==> config.mk <==
export PLATFORM = sky130hd
export DESIGN_NAME = serial_to_can_frame_parser
export DESIGN_NICKNAME = d
export VERILOG_FILES = /design/src/rtl/s2cfp_pkg.sv /design/src/rtl/serial_to_can_frame_parser.sv
export VERILOG_INCLUDE_DIRS = /design/src /design/src/rtl
export SDC_FILE = /design/constraint.sdc
export NUM_CORES = 1
export LEC_CHECK = 0
export BUFFER_PORTS_ARGS = -buffer_cell sky130_fd_sc_hd__buf_4
export CAP_MARGIN = 0
export CORE_MARGIN = 3
export CORE_UTILIZATION = 60
export DETAILED_ROUTE_END_ITERATION = 7
export PLACE_DENSITY = 0.83
export SYNTH_ARGS = -nofsm -noshare
export SYNTH_HDL_FRONTEND = slang
export SYNTH_SLANG_ARGS = --single-unit
==> constraint.sdc <==
create_clock -name clk_i -period 13.3 [get_ports clk_i]
set_input_delay 0 -clock clk_i [delete_from_list [all_inputs] [get_ports clk_i]]
set_output_delay 0 -clock clk_i [all_outputs]
set_load 0.01 [all_outputs]
==> src/rtl/serial_to_can_frame_parser_assert.svh <==
// assertion macros used by rtl/serial_to_can_frame_parser.sv
`ifndef SERIAL_TO_CAN_FRAME_PARSER_ASSERT_SVH
`define SERIAL_TO_CAN_FRAME_PARSER_ASSERT_SVH

// checked on every rising edge once reset is released
`define S2CFP_ASSERT(lbl, prop, msg) \
  lbl: assert property (@(posedge clk_i) disable iff (!rst_ni) prop) else $error(msg);

// checked during reset as well
`define S2CFP_ASSERT_ALWAYS(lbl, prop, msg) \
  lbl: assert property (@(posedge clk_i) prop) else $error(msg);

`endif

==> src/rtl/s2cfp_pkg.sv <==
`timescale 1ns / 1ps

package s2cfp_pkg;

  localparam logic [7:0] HeaderByte  = 8'hAA;
  localparam logic [7:0] CommandByte = 8'h01;

  localparam int unsigned MaxPayload = 8;
  localparam int unsigned StoreDepth = 8;
  localparam int unsigned StoreIdxW  = $clog2(StoreDepth);

  typedef enum logic [6:0] {
    PhHunt = 7'b0000001,
    PhCmd  = 7'b0000010,
    PhIdh  = 7'b0000100,
    PhIdl  = 7'b0001000,
    PhLen  = 7'b0010000,
    PhData = 7'b0100000,
    PhSum  = 7'b1000000
  } phase_e;

  typedef logic [7:0] byte_t;

endpackage

==> src/rtl/serial_to_can_frame_parser.sv <==
`timescale 1ns / 1ps

// channel | signals                              | direction
// --------+--------------------------------------+----------
// rx      | in_valid_i, in_ready_o, rx_byte_i    | in
// frame   | out_valid_o, out_ready_i, frame_id_o,| out
//         | frame_length_o, data_0_o..data_7_o   |
//
// one serial byte per cycle while in_ready_o is high; each byte updates the parser
// state in the cycle it is taken, and a frame appears in the output register the
// cycle after its checksum byte. reset returns to header hunt with a zeroed payload
// store. only a checksum byte waits when a previous frame is still unclaimed; all
// other bytes are taken while the output register is full.

`include "serial_to_can_frame_parser_assert.svh"

module serial_to_can_frame_parser (
  input  logic        clk_i,
  input  logic        rst_ni,
  input  logic        in_valid_i,
  output logic        in_ready_o,
  input  logic [7:0]  rx_byte_i,
  output logic        out_valid_o,
  input  logic        out_ready_i,
  output logic [15:0] frame_id_o,
  output logic [3:0]  frame_length_o,
  output logic [7:0]  data_0_o,
  output logic [7:0]  data_1_o,
  output logic [7:0]  data_2_o,
  output logic [7:0]  data_3_o,
  output logic [7:0]  data_4_o,
  output logic [7:0]  data_5_o,
  output logic [7:0]  data_6_o,
  output logic [7:0]  data_7_o
);
  import s2cfp_pkg::*;

  phase_e phase_q, phase_d;
  byte_t  id_high_q, id_high_d;
  byte_t  id_low_q, id_low_d;
  logic [3:0] count_q, count_d;
  logic [3:0] pos_q, pos_d;
  byte_t  xor_q, xor_d;
  byte_t  store_q [StoreDepth];
  logic   store_we;

  logic        out_valid_q;
  logic [15:0] out_id_q;
  logic [3:0]  out_len_q;
  byte_t       out_data_q [StoreDepth];

  logic in_fire;
  logic frame_hit;
  logic out_free;

  assign out_free   = !out_valid_q || out_ready_i;
  assign in_ready_o = (phase_q != PhSum) || out_free;
  assign in_fire    = in_valid_i && in_ready_o;
  assign frame_hit  = in_fire && (phase_q == PhSum) && (rx_byte_i == xor_q);

  always_comb begin
    phase_d   = phase_q;
    id_high_d = id_high_q;
    id_low_d  = id_low_q;
    count_d   = count_q;
    pos_d     = pos_q;
    xor_d     = xor_q;
    store_we  = 1'b0;
    if (in_fire) begin
      unique case (phase_q)
        PhCmd: begin
          phase_d = (rx_byte_i == CommandByte) ? PhIdh : PhHunt;
        end
        PhIdh: begin
          id_high_d = rx_byte_i;
          xor_d     = rx_byte_i;
          phase_d   = PhIdl;
        end
        PhIdl: begin
          id_low_d = rx_byte_i;
          xor_d    = xor_q ^ rx_byte_i;
          phase_d  = PhLen;
        end
        PhLen: begin
          if (rx_byte_i > 8'(MaxPayload)) begin
            phase_d = PhHunt;
          end else begin
            count_d = rx_byte_i[3:0];
            pos_d   = 4'd0;
            phase_d = (rx_byte_i == 8'd0) ? PhSum : PhData;
          end
        end
        PhData: begin
          store_we = 1'b1;
          xor_d    = xor_q ^ rx_byte_i;
          pos_d    = pos_q + 4'd1;
          if ((pos_q + 4'd1) >= count_q) begin
            phase_d = PhSum;
          end
        end
        PhSum: begin
          phase_d = PhHunt;
        end
        default: begin
          // hunting, and any code that should not occur
          phase_d = (rx_byte_i == HeaderByte) ? PhCmd : PhHunt;
        end
      endcase
    end
  end

  always_ff @(posedge clk_i or negedge rst_ni) begin
    if (!rst_ni) begin
      phase_q   <= PhHunt;
      id_high_q <= '0;
      id_low_q  <= '0;
      count_q   <= '0;
      pos_q     <= '0;
      xor_q     <= '0;
      for (int i = 0; i < StoreDepth; i++) begin
        store_q[i] <= '0;
      end
    end else begin
      phase_q   <= phase_d;
      id_high_q <= id_high_d;
      id_low_q  <= id_low_d;
      count_q   <= count_d;
      pos_q     <= pos_d;
      xor_q     <= xor_d;
      if (store_we) begin
        store_q[pos_q[StoreIdxW-1:0]] <= rx_byte_i;
      end
    end
  end

  always_ff @(posedge clk_i or negedge rst_ni) begin
    if (!rst_ni) begin
      out_valid_q <= 1'b0;
    end else if (frame_hit) begin
      out_valid_q <= 1'b1;
    end else if (out_ready_i) begin
      out_valid_q <= 1'b0;
    end
  end

  // frame snapshot, so later payload bytes cannot disturb a waiting frame
  always_ff @(posedge clk_i) begin
    if (frame_hit) begin
      out_id_q  <= {id_high_q, id_low_q};
      out_len_q <= count_q;
      out_data_q <= store_q;
    end
  end

  assign out_valid_o    = out_valid_q;
  assign frame_id_o     = out_id_q;
  assign frame_length_o = out_len_q;
  assign data_0_o       = out_data_q[0];
  assign data_1_o       = out_data_q[1];
  assign data_2_o       = out_data_q[2];
  assign data_3_o       = out_data_q[3];
  assign data_4_o       = out_data_q[4];
  assign data_5_o       = out_data_q[5];
  assign data_6_o       = out_data_q[6];
  assign data_7_o       = out_data_q[7];

  `S2CFP_ASSERT(a_frame_on_match, frame_hit |=> out_valid_o && frame_id_o == $past({id_high_q, id_low_q}), "matching checksum did not load a frame")
  `S2CFP_ASSERT(a_pos_in_range, (phase_q == PhData) |-> (pos_q < count_q), "payload position beyond length")
  `S2CFP_ASSERT(a_long_aborts, (in_fire && phase_q == PhLen && rx_byte_i > 8'(MaxPayload)) |=> (phase_q == PhHunt), "oversize length did not abort")
  `S2CFP_ASSERT_ALWAYS(a_reset_empty, !rst_ni |-> !out_valid_o, "frame valid during reset")

endmodule
==> flow_summary.yaml <==
run_status:
  status: "complete, no violations"
job:
  max_cap_viol_count: 0
floorplanning:
  placementRows: 39
  fp.coreArea_mm2: 0.0116
  die_w_um: 116
  ios: 98
  dieHeight_um: 116
  initial_core_util: 0.624
  dieArea_mm2: 0.0134
pwr:
  cellLeakagePower_nw: 3.75
  seqPwrFrac: 0.542
  internal_power_uw: 920
  swShare: 0.215
  ir_worst_vdd_mv: 0.0879
  powerDensity_mw_per_mm2: 134
  p_sw_uw: 252
  finalPower_mw: 1.17
  power_frac_clock: 0.409
  power_frac_comb: 0.050
route:
  via_per_inst: 5.84
  drt-pass1-iter-count: 4
  via_count: 4048
  antenna_left: 0
  routedWlPerCell_um: 20.4
  routed_wl_um: 14100
  drc: 0
  drt-initial-drc-count: 308
worst_setup_path:
  startpoint_type: "register"
  critical_path_class: "reg2reg"
  cp-end-kind: "register"
  crit_path_top_delay_cell: "nor2_4"
  crit_family: "simple AND/OR/NAND/NOR gates"
  crit_path_max_fanout: 53
  slowest_delay_ns: 0.77
  crit_buf_inv: 1
  cp.required_ns: 13.36
  path_cells: "or4_1 > nor3_1 > nand3_1 > nor2_4 > buf_4"
  crit_arrival_ns: 3.57
final_layout:
  mostFrequentLayoutCells: "103 x dfrtp_1, 99 x buf_4, 86 x mux2_2, 84 x edfxtp_1"
  drive_gt1_frac: 0.420
  utilization: 0.755
  regArea_mm2: 0.00513
  mostFrequentLayoutCell: "dfrtp_1"
  fillers: 658
  antenna_cells: 0
  layout.nets: 554
  multiInputGateArea_mm2: 0.00200
  syn_to_final_growth_pct: 21.0
place:
  place_hpwl_um: 8980
  port_buffers: 97
  routabilityCongestion: 0.909
sta:
  fin_hold_ws_ns: 0.0120
  finalCritPeriodShare: 0.264
  rsz0062_at_grt: "false"
  tightestPinTransition_ns: 1.01
  timing.slew.headroom: 0.324
  fmax_ghz: 0.285
  setup_viol: 0
  drv_slew: 0
  min_period_ns: 3.51
  finalSetupTns_ns: 0
  finClkSkew_ns: 0.0104
  finalHoldViolations: 0
grt:
  grt_max_degree: 81
  grt_pass1_vias: 4093
  grt_usage: 0.225
  grt_overflow: 0
  grt_pass1_wl_um: 22200
  antenna_found_initial: 0
yosys:
  synthTopCellsByArea: "dfrtp_1 36%, edfxtp_1 35%, mux2_2 13%"
  ys_warn_count: 0
  synth_edf_count: 84
  syn_area_per_cell_um2: 16.9
  ys_seq_area_frac: 0.710
  synth_top_area_share: 0.357
  synthesis.nets: 444
  ys_seq_elements: 188
  synth_area_mm2: 0.00722
  synth_area_leader_cell: "dfrtp_1"
  synth_cell_types: 47
  synthArstFlopShare: 0.553
  synth_ff_type: "dfrtp_1"
  synthCells: 427
clock_network:
  h-tree-depth: 4
  cts_made_buffers: 17
  cts_tree: "built"
  clk_latency_ns: 0.43
  post_cts_buffers: 0
  clock_path_buffers: 2
  cts_root_buf: "clkbuf_16"
  cts.sinks: 188
  clk_pin_slew_ns: 0.07
hold_path:
  min_path_type: "in2async"
## sequential cells by signal, summed over array words and instances (netlist names), 7 cells and up
signal,cells
data_7_o,8
id_high_q,8
data_4_o,8
data_1_o,8
frame_id_o,16
data_0_o,8
xor_q,8
data_5_o,8
phase_q,7
data_2_o,8
id_low_q,8
store_q,64
data_3_o,8
data_6_o,8
## cells in the mapped netlist, types with 4 or more instances
cell type	count
a21oi_1	4
buf_2	4
clkbuf_1	13
dfrtp_1	103
edfxtp_1	84
ha_1	5
inv_1	6
mux2_2	86
mux2i_1	16
nand2_1	17
nand2b_1	5
nand3_1	5
nor2_1	8
nor2b_1	5
o21ai_0	8
xor2_1	9
## layer usage
metal,global-route usage,up-vias,routed length (µm)
met5,0,-,0
li1,-,1801,-
met4,0.0951,0,301
met2,0.363,143,6890
met1,0.300,2079,6090
met3,0.0501,25,833
## worst paths after layout
kind                       slack [ns]        start  depth (start not counted)      endpoint
setup / recovery                 9.79   phase_q[3]                          5   data_0_o[5]
hold / removal                   0.01       rst_ni                          2   store_q[34]
setup reg to reg                 9.79   phase_q[3]                          5   data_0_o[5]
hold reg to reg                  0.44  store_q[59]                          0   data_0_o[3]
max in group asynchronous       11.96       rst_ni                          3  id_high_q[2]
min in group clk_i               0.09  out_ready_i                          3   out_valid_o
## metrics by stage
step | area (µm²) | instances | worst slack (ns)
final | 8730 | 693 | 9.79
after detailed placement | 8070 | 651 | 9.80
after floorplan | 7220 | 427 | 7.88
after global placement | 8070 | 651 | 10.04
after global routing | 8730 | 693 | 9.55
after CTS | 8730 | 693 | 9.77
## power groups by stage
stage / clock network (mW) / logic [mW] / registers [mW]
floorplan: 0 / 0.0371 / 0.642
global placement: 0 / 0.0520 / 0.644
detailed placement: 0 / 0.0552 / 0.645
CTS: 0.485 / 0.0587 / 0.634
global route: 0.506 / 0.0645 / 0.636
finish: 0.479 / 0.0580 / 0.635
## cells by family (layout without fill, tap and decap cells)
kind of cell    after synthesis  in the layout  synth area share
compound gates               28             28            0.0291
xor+xnor                     11             11            0.0134
fa+ha+maj                     5              5           0.00867
buf+inv                      24            147            0.0132
flops                       188            188             0.710
mux                         102            102             0.156
simple gates                 69             69            0.0688
## layout make-up
cell class,instances,area share
repair buffers,109,0.0966
clock buffers,19,0.0496
multi-input cells,215,0.229
well taps,143,0.0205
flip-flops and latches,188,0.587
clock inverters,13,0.0145
inverters,6,0.00258
## repair_timing
item / 4_1_cts / 5_1_grt
hold buffers: 10 / 0
resized for setup: 0 / 0
endpoints found under the setup margin: 0 / 0
endpoints found under the hold margin: 67 / 0
Note: power is estimated with default switching activity, not from simulation.
